**config.mk**
```make
export PLATFORM = sky130hd
export DESIGN_NAME = fdsa_muldiv
export DESIGN_NICKNAME = d
export VERILOG_FILES = /design/src/fdsa_pkg.sv /design/src/fdsa_muldiv.sv
export SDC_FILE = /design/constraint.sdc
export NUM_CORES = 1
export LEC_CHECK = 0
export BUFFER_PORTS_ARGS = -buffer_cell sky130_fd_sc_hd__buf_4
export CAP_MARGIN = 30
export CORE_MARGIN = 5
export CORE_UTILIZATION = 61
export DETAILED_ROUTE_END_ITERATION = 8
export HOLD_SLACK_MARGIN = 0.15
export PLACE_DENSITY = 0.82
export REMOVE_ABC_BUFFERS = 1
export SYNTH_ARGS = -nofsm -noshare
export SYNTH_HDL_FRONTEND = slang
export SYNTH_SLANG_ARGS = --single-unit
```
**constraint.sdc**
```tcl
create_clock -name clock -period 4.23 [get_ports clock]
set_input_delay 1.0575 -clock clock [delete_from_list [all_inputs] [get_ports clock]]
set_output_delay 1.0575 -clock clock [all_outputs]
set_load 0.1 [all_outputs]
```
**src/fdsa_pkg.sv**
```systemverilog
// Shared types and constants for the data stack ALU.
// No dependencies; used by fdsa_muldiv and forth_data_stack_alu_core.
`timescale 1ns / 1ps
package fdsa_pkg;

   localparam int WORD_W          = 32;
   localparam int STACK_DEPTH_DEF = 32;
   localparam int MEM_WORDS_DEF   = 256;
   localparam int STEP_W          = $clog2(WORD_W);

   typedef enum logic [3:0] {
      OP_PUSH  = 4'd0,
      OP_ADD   = 4'd1,
      OP_SUB   = 4'd2,
      OP_MUL   = 4'd3,
      OP_DIV   = 4'd4,
      OP_DUP   = 4'd5,
      OP_DROP  = 4'd6,
      OP_SWAP  = 4'd7,
      OP_ROT   = 4'd8,
      OP_EQ    = 4'd9,
      OP_GT    = 4'd10,
      OP_LT    = 4'd11,
      OP_AND   = 4'd12,
      OP_NOT   = 4'd13,
      OP_FETCH = 4'd14,
      OP_STORE = 4'd15
   } opcode_type;

   typedef enum logic [2:0] {
      ST_OK    = 3'd0,
      ST_UNDER = 3'd1,
      ST_OVER  = 3'd2,
      ST_DIV0  = 3'd3,
      ST_ADDR  = 3'd4
   } status_type;

   typedef enum logic [3:0] {
      S_CLEAR,
      S_IDLE,
      S_RD_T,
      S_RD_S,
      S_RD_A,
      S_EXEC,
      S_MULDIV,
      S_WR0,
      S_WR1,
      S_WR2,
      S_RD_TOP,
      S_RESP
   } state_type;

endpackage

```
**src/fdsa_muldiv.sv**
```systemverilog
// Shared iterative multiply / truncating divide unit, one bit per cycle.
// Depends on fdsa_pkg.
`timescale 1ns / 1ps
module fdsa_muldiv (
   input  logic                       clock,
   input  logic                       reset,
   input  logic                       go,
   input  logic                       is_div,
   input  logic [fdsa_pkg::WORD_W-1:0] op_a,
   input  logic [fdsa_pkg::WORD_W-1:0] op_b,
   output logic                       done,
   output logic [fdsa_pkg::WORD_W-1:0] result
);

   localparam int W = fdsa_pkg::WORD_W;

   logic                              run_ff, run_in;
   logic                              done_ff, done_in;
   logic                              div_ff, div_in;
   logic                              neg_ff, neg_in;
   logic [fdsa_pkg::STEP_W-1:0]       cnt_ff, cnt_in;
   logic [W-1:0]                      acc_ff, acc_in;
   logic [W-1:0]                      x_ff, x_in;
   logic [W-1:0]                      y_ff, y_in;
   logic [W:0]                        rem_sh;
   logic [W:0]                        diff;

   // one step of shift-add or restoring divide
   always_comb begin
      run_in  = run_ff;
      done_in = 1'b0;
      div_in  = div_ff;
      neg_in  = neg_ff;
      cnt_in  = cnt_ff;
      acc_in  = acc_ff;
      x_in    = x_ff;
      y_in    = y_ff;
      rem_sh  = {acc_ff, x_ff[W-1]};
      diff    = rem_sh - {1'b0, y_ff};
      if (go) begin
         run_in = 1'b1;
         div_in = is_div;
         neg_in = is_div & (op_a[W-1] ^ op_b[W-1]);
         cnt_in = '0;
         acc_in = '0;
         x_in   = (is_div && op_a[W-1]) ? (W'(0) - op_a) : op_a;
         y_in   = (is_div && op_b[W-1]) ? (W'(0) - op_b) : op_b;
      end else if (run_ff) begin
         if (div_ff) begin
            if (!diff[W]) begin
               acc_in = diff[W-1:0];
               x_in   = {x_ff[W-2:0], 1'b1};
            end else begin
               acc_in = rem_sh[W-1:0];
               x_in   = {x_ff[W-2:0], 1'b0};
            end
         end else begin
            if (y_ff[0]) acc_in = acc_ff + x_ff;
            x_in = {x_ff[W-2:0], 1'b0};
            y_in = {1'b0, y_ff[W-1:1]};
         end
         cnt_in = cnt_ff + 1'b1;
         if (cnt_ff == fdsa_pkg::STEP_W'(W - 1)) begin
            run_in  = 1'b0;
            done_in = 1'b1;
         end
      end
   end

   always_ff @(posedge clock) begin
      if (reset) begin
         run_ff  <= 1'b0;
         done_ff <= 1'b0;
      end else begin
         run_ff  <= run_in;
         done_ff <= done_in;
      end
      div_ff <= div_in;
      neg_ff <= neg_in;
      cnt_ff <= cnt_in;
      acc_ff <= acc_in;
      x_ff   <= x_in;
      y_ff   <= y_in;
   end

   assign done   = done_ff;
   assign result = !div_ff ? acc_ff : (neg_ff ? (W'(0) - x_ff) : x_ff);

   // unit never reports done while still stepping
   a_done_idle: assert property (@(posedge clock) disable iff (reset)
      done_ff |-> !run_ff) else $error("muldiv done while running");
   // done only rises after the unit has been stepping
   a_run_len: assert property (@(posedge clock) disable iff (reset)
      $rose(done_ff) |-> $past(run_ff)) else $error("muldiv done without run");
   a_no_go_busy: assert property (@(posedge clock) disable iff (reset)
      go |-> !run_ff) else $error("muldiv started while busy");

endmodule

```
==> qor.txt, run 1 <==
GRT overflow - 0
CP Data Required Time - 3170 ps
Area of the multi-input gates - 7120 µm²
Buffers added on ports - 100
Sw power - 0.00186 W
Failing checks - setup timing
Clock-pin slew on the worst setup and hold paths - 70 ps
Initial antenna violation count - 0
Worst hold path class - reg -> reg
RSZ-0062 raised after global routing - yes
FF+latch count, synth - 105
Max stage delay on crit path - 550 ps
Post-route cell area - 11900 µm²
Most frequent cell on the critical path - or4_4
Placed insts - 1631
First-pass GRT wire length - 45600 µm
Placed Area - 11300 µm²
Rows - 47
Top_reg_cell synth - edfxtp_1
Synth Cell Area - 10200 µm²
Final-report hold violation count - 0
Buf/Inv on CP - 1
PnR worst setup slack - -432 ps
Kind of critical path - reg -> out
Outcome - complete, but fails checks
Io pins - 101
EDFF count, synth - 66
Final WL - 28000 µm
Sw Share - 42.5%
Reg-to-Reg Start - x_ff[31]$_DFFE_PP_
Total power - 0.00438 W
Top cells by area, synth - edfxtp_1 19%, a21oi_1 8.7%, ha_1 8.3%
Register Area - 2760 µm²
Combinational Power Share - 46.9%
Final GP Congestion - 0.933
CP startpoint kind - flip-flop
Critical path data arrival time - 3600 ps
Clk sinks - 105
H-tree depth - 3
Clock buffer depth - 2
Share of cells above drive strength 1 - 13.6%
Critical-path cell list - or4_4 -> or4_4 -> or2_4 -> or3_4 -> or4_4 -> o41ai_4 -> xor2_1 -> a21oi_2 -> buf_12
TritonCTS clock tree - built
Yosys top cell area share - 19.3%
Final Critical Period - 4660 ps
Post-synthesis cell count - 1335
Mean Syn Cell Area - 7.67 µm²
Pins Over Slew Limit - 0
Pre-CTS WS - -133 ps
Pre-antenna DRT Iters - 5
# DRC - 0
Min-Delay Path Depth - 2
Final Instance Count excl. Fillers - 1654
Vias in the first global route - 9691
Dpl hpwl - 21400 µm
CP endpoint kind - primary output
Largest net degree at the start of global routing - 95
Most numerous cell in the Yosys netlist - nor2_1
Peak supply drop - 0.000507 V
N_diodes - 0
Delay-heaviest family, CP - simple AND/OR/NAND/NOR gates
Die ar. - 19500 µm²
Max Cap Viol - 0
FMAX - 215 MHz
Critical R2R Capture - acc_ff[24]$_SDFFE_PP0P_
Worst relative slew slack - 20.7%
Clock power share - 22.2%
Final nets - 1567
Fin Hold WS - 512 ps
Layout area overhead - 16.0%
Post-route ant nets - 0
DIE HEIGHT - 140 µm
Area of the core - 16500 µm²
Vias per cell - 6.16
Hold_sp - cnt_ff[4]$_SDFFE_PP0P_
Via count - 10200
Clock Root Buffer - clkbuf_16
Seq pwr share - 30.9%
Die width - 140 µm
Worst-margin pin slew - 1190 ps
FF-to-FF path depth - 12
CTS Buf Count - 9
Yosys warns - 0
Filler instances - 1371
Sequential cell area fraction in the yosys report - 27.0%
Post-synth ARST share - 0%
Worst-Skew Late Latency - 360 ps
Crit Path Max Fanout - 3
Leakage - 4.88 nW
Synth top cells by count - 190 x nor2_1, 179 x a21oi_1, 85 x nand2_1, 84 x o21ai_0, 71 x xor2_1
Worst Hold End - cnt_ff[4]$_SDFFE_PP0P_
Routed len/inst - 16.9 µm
Dominant cell type by area after synthesis - edfxtp_1
Power Density - 369 nW/µm²
R2R Setup Slk - 480 ps
Final setup vio count - 5
Post-Route Skew - 9.13 ps
Initial drt markers - 683
Global Route Usage Sum - 27.6%
Slowest CP cell - or4_4
Initial Utilization - 62.0%
Post-synth cell types - 72
Pint - 0.00252 W
Final period utilization - 110%
worst max-delay path by stage:
| stage | start | end | slack [ps] | depth (start not counted) |
|---|---|---|---|---|
| 6_report | x_ff[17]$_DFFE_PP_ | result[29] | -430 | 9 |
| 3_3_place_gp | x_ff[17]$_DFFE_PP_ | result[29] | -40 | 9 |
| 5_1_grt | x_ff[10]$_DFFE_PP_ | result[29] | -530 | 10 |
| 3_5_place_dp | x_ff[10]$_DFFE_PP_ | result[29] | -130 | 10 |
| 2_1_floorplan | x_ff[17]$_DFFE_PP_ | result[29] | -1120 | 8 |
| 4_1_cts | x_ff[17]$_DFFE_PP_ | result[29] | -430 | 9 |
power by group through the flow:
| stage | Sequential [W] | Combinational (W) | Clock, W |
|---|---|---|---|
| 5_1_grt | 0.00137 | 0.00224 | 0.00103 |
| 6_report | 0.00135 | 0.00206 | 0.000974 |
| 3_3_place_gp | 0.00136 | 0.00197 | 0 |
| 4_1_cts | 0.00135 | 0.00202 | 0.000984 |
| 3_5_place_dp | 0.00137 | 0.00200 | 0 |
| 2_1_floorplan | 0.00134 | 0.00148 | 0 |
worst reg2reg max path, cell delays in order (launching register included):
cell and delay, ps:
edfxtp_1 400, inv_1 140, ha_1 280, fa_1 410, nor2b_1 270, o31a_1 240, o211ai_1 170, and2_1 240
o221a_2 320, xnor2_2 310, buf_4 360, a211oi_1 130, a2111oi_0 380
flip-flops by register name, summed over array words and instances (netlist names):
| register | flops |
|---|---|
| y_ff | 32 |
| cnt_ff | 5 |
| acc_ff | 32 |
| x_ff | 32 |
| done | 1 |
| neg_ff | 1 |
| run_ff | 1 |
| div_ff | 1 |
stage by stage:
step	setup TNS, ps	util, %
after CTS	-1250	71.0
after detailed placement	-204	68.7
after global placement	-36.0	68.7
final	-1260	71.9
after floorplan	-9560	-
after global routing	-1950	71.9
kinds of logic (layout without fill, tap and decap cells):
family,after synthesis,after routing,share of synthesized area (%)
buffers and inverters,121,220,4.46
adder cells (fa/ha/maj),70,70,8.70
XOR/XNOR,139,139,11.9
multiplexers,12,12,1.22
AO/OA/AOI/OAI,435,435,26.2
AND/OR/NAND/NOR,453,453,20.6
flip-flops,105,105,27.0
cell type report:
type,count,share of cell area [%]
multi-input cells,1109,59.9
flip-flops and latches,105,23.2
repair buffers,146,9.85
well taps,220,2.32
clock buffers,11,2.14
inverters,58,1.83
clock inverters,5,0.705
cells in the final DEF, fill, tap and decap left out, types with 23 or more instances in the layout:
master,instances
a211oi_1,25
a21o_1,23
a21oi_1,176
buf_4,134
dfxtp_1,39
edfxtp_1,66
ha_1,68
inv_1,57
nand2_1,83
nand3_1,26
nor2_1,190
nor3_1,42
o21ai_0,82
xnor2_1,67
xor2_1,71
metal layers:
layer  up-vias  track usage [%]  routed length (µm)
li1       5065                -                   -
met1      4776             35.8               12100
met2       286             48.3               13700
met3        69             4.39                1430
met4         0             7.14                 767
met5         -                0                   0
what timing repair did:
action,CTS,global route
buffers inserted,2,5
resized for setup,11,24
hold buffers,0,0
cloned,0,0
pin swaps,5,14
endpoints found under the setup margin,6,9
No activity file was read; power rests on OpenSTA's default activity.
==> run 2, diff against run 1 <==
Settings changed: CORE_UTILIZATION 61 to 63, CTS_BUF_LIST set to sky130_fd_sc_hd__clkbuf_8, PLACE_DENSITY 0.82 to 0.84.
==> qor.txt, run 2 (synthesized netlist as in run 1, its figures left out) <==
Clock buffer depth - 2 (unchanged)
Sw Share - 44.9% (was 42.5%)
Final nets - 1560 (was 1567)
Leakage - 4.79 nW (was 4.88 nW)
Final period utilization - 111% (was 110%)
Peak supply drop - 0.000280 V (was 0.000507 V)
CP Data Required Time - 3170 ps (about the same)
FMAX - 213 MHz (was 215 MHz)
Worst-Skew Late Latency - 410 ps (was 360 ps)
Setup tns final - -1790 ps (was -1260 ps)
Vias in the first global route - 9665 (was 9691)
Pint - 0.00223 W (was 0.00252 W)
Final setup vio count - 5 (unchanged)
Fin Hold WS - 523 ps (was 512 ps)
Total power - 0.00405 W (was 0.00438 W)
Die ar. - 18900 µm² (was 19500 µm²)
Layout area overhead - 13.7% (was 16.0%)
Worst relative slew slack - 25.5% (was 20.7%)
CTS Hold Bufs - 0 (unchanged)
Area of the multi-input gates - 7100 µm² (was 7120 µm²)
Seq pwr share - 33.5% (was 30.9%)
Critical-path cell list - or4_4 -> or4_4 -> or2_4 -> or3_4 -> or4_4 -> o41ai_4 -> xor2_1 -> a21oi_1 -> buf_6 (was or4_4 -> or4_4 -> or2_4 -> or3_4 -> or4_4 -> o41ai_4 -> xor2_1 -> a21oi_2 -> buf_12)
Buf/Inv on CP - 1 (unchanged)
Outcome - complete, but fails checks (unchanged)
Kind of critical path - reg -> out (unchanged)
Share of cells above drive strength 1 - 12.8% (was 13.6%)
Dpl hpwl - 21500 µm (was 21400 µm)
Global Route Usage Sum - 29.4% (was 27.6%)
Pins Over Slew Limit - 0 (unchanged)
Rows - 46 (was 47)
Post-route ant nets - 0 (unchanged)
Most frequent cell on the critical path - or4_4 (unchanged)
Vias per cell - 6.26 (was 6.16)
Worst hold path class - reg -> reg (unchanged)
Pre-antenna DRT Iters - 6 (was 5)
Clock power share - 16.5% (was 22.2%)
Post-route cell area - 11700 µm² (was 11900 µm²)
Buffers added on ports - 100 (unchanged)
Initial antenna violation count - 0 (unchanged)
Failing checks - setup timing (unchanged)
PnR worst setup slack - -464 ps (was -432 ps)
Via count - 10300 (was 10200)
Post-Route Skew - 20.8 ps (was 9.13 ps)
Initial Utilization - 64.3% (was 62.0%)
Top flop regs - acc_ff: 32 flops, x_ff: 32 flops, y_ff: 32 flops (unchanged)
Final WL - 27700 µm (was 28000 µm)
Filler instances - 1339 (was 1371)
FF-to-FF path depth - 13 (was 12)
Register Area - 2760 µm² (unchanged)
Commonest non-fill, non-tap cells in the layout - 190 x nor2_1, 178 x a21oi_1, 127 x buf_4, 84 x nand2_1, 82 x o21ai_0 (was 190 x nor2_1, 176 x a21oi_1, 134 x buf_4, 83 x nand2_1, 82 x o21ai_0)
TritonCTS clock tree - built (unchanged)
Delay-heaviest family, CP - simple AND/OR/NAND/NOR gates (unchanged)
Critical path data arrival time - 3640 ps (was 3600 ps)
Worst path depth - 9 (unchanged)
DIE HEIGHT - 138 µm (was 140 µm)
H-tree depth - 3 (unchanged)
Pre-CTS WS - -56.8 ps (was -133 ps)
Combinational Power Share - 50.0% (was 46.9%)
Worst-margin pin slew - 1120 ps (was 1190 ps)
Slowest CP cell - or4_4 (unchanged)
CTS Buf Count - 9 (unchanged)
Final-report hold violation count - 0 (unchanged)
First-pass GRT wire length - 45100 µm (was 45600 µm)
N_diodes - 0 (unchanged)
Die width - 138 µm (was 140 µm)
Sw power - 0.00182 W (was 0.00186 W)
Routed len/inst - 16.8 µm (was 16.9 µm)
Placed Area - 11300 µm² (about the same)
Clock Root Buffer - clkbuf_8 (was clkbuf_16)
Area of the core - 15900 µm² (was 16500 µm²)
# DRC - 0 (unchanged)
Commonest non-fill, non-tap cell in the layout - nor2_1 (unchanged)
CP endpoint kind - primary output (unchanged)
Clock-pin slew on the worst setup and hold paths - 100 ps (was 70 ps)
Power Density - 347 nW/µm² (was 369 nW/µm²)
Final GP Congestion - 0.923 (was 0.933)
RSZ-0062 raised after global routing - yes (unchanged)
CP startpoint kind - flip-flop (unchanged)
Crit Path Max Fanout - 3 (unchanged)
Largest net degree at the start of global routing - 76 (was 95)
Io pins - 101 (unchanged)
Max stage delay on crit path - 550 ps (about the same)
Clk sinks - 105 (unchanged)
Initial drt markers - 880 (was 683)
Min-Delay Path Depth - 2 (unchanged)
Final Critical Period - 4690 ps (was 4660 ps)
Max Cap Viol - 0 (unchanged)
GRT overflow - 0 (unchanged)
==> run 2: layout make-up <==
class / count / area share, %
clock buffers: 10 / 1.18
clock inverters: 6 / 0.494
inverters: 58 / 1.87
multi-input cells: 1109 / 61.0
flip-flops and latches: 105 / 23.7
well taps: 216 / 2.32
repair buffers: 139 / 9.45
==> run 2: tightest hold or removal path: cells and delay by family (launching register included) <==
kind                      cells  cell delay [ps]
DFF                           1              360
xor gates and xnor gates      1               70
and+or+nand+nor               1               70
==> run 2: path summary, 6_finish.rpt <==
path              slack (ps)                       to                    from
setup / recovery        -460               result[29]      x_ff[17]$_DFFE_PP_
hold / removal           520   cnt_ff[3]$_SDFFE_PP0P_  cnt_ff[3]$_SDFFE_PP0P_
setup reg to reg         560  acc_ff[10]$_SDFFE_PP0P_      x_ff[31]$_DFFE_PP_
hold reg to reg          520   cnt_ff[3]$_SDFFE_PP0P_  cnt_ff[3]$_SDFFE_PP0P_
==> run 2: power groups by stage <==
stage | sequential, W | combinational [W] | clock [W]
final | 0.00135 | 0.00202 | 0.000669
after global placement | 0.00137 | 0.00195 | 0
after floorplan | 0.00134 | 0.00148 | 0
after CTS | 0.00135 | 0.00200 | 0.000670
after detailed placement | 0.00137 | 0.00198 | 0
after global routing | 0.00137 | 0.00221 | 0.000723
==> run 2: what timing repair did <==
item | in CTS | in global routing
endpoints found under the setup margin | 7 | 12
resized for setup | 11 | 15
buffers inserted | 1 | 2
pin swaps | 4 | 8
==> run 2: through the flow <==
| stage | cells | utilization, % |
|---|---|---|
| 2_1_floorplan | 1272 | - |
| 3_3_place_gp | 1625 | 71.0 |
| 3_5_place_dp | 1625 | 71.0 |
| 4_1_cts | 1642 | 72.6 |
| 5_1_grt | 1643 | 73.1 |
| 6_report | 1643 | 73.1 |
==> run 2: layer usage <==
layer  up-vias  global-route usage [%]  routed length [µm]
met5         -                       0                   0
met4         0                    10.7                 936
met3        73                    4.27                1590
met2       336                    50.7               13700
met1      4835                    37.5               11400
li1       5044                       -                   -
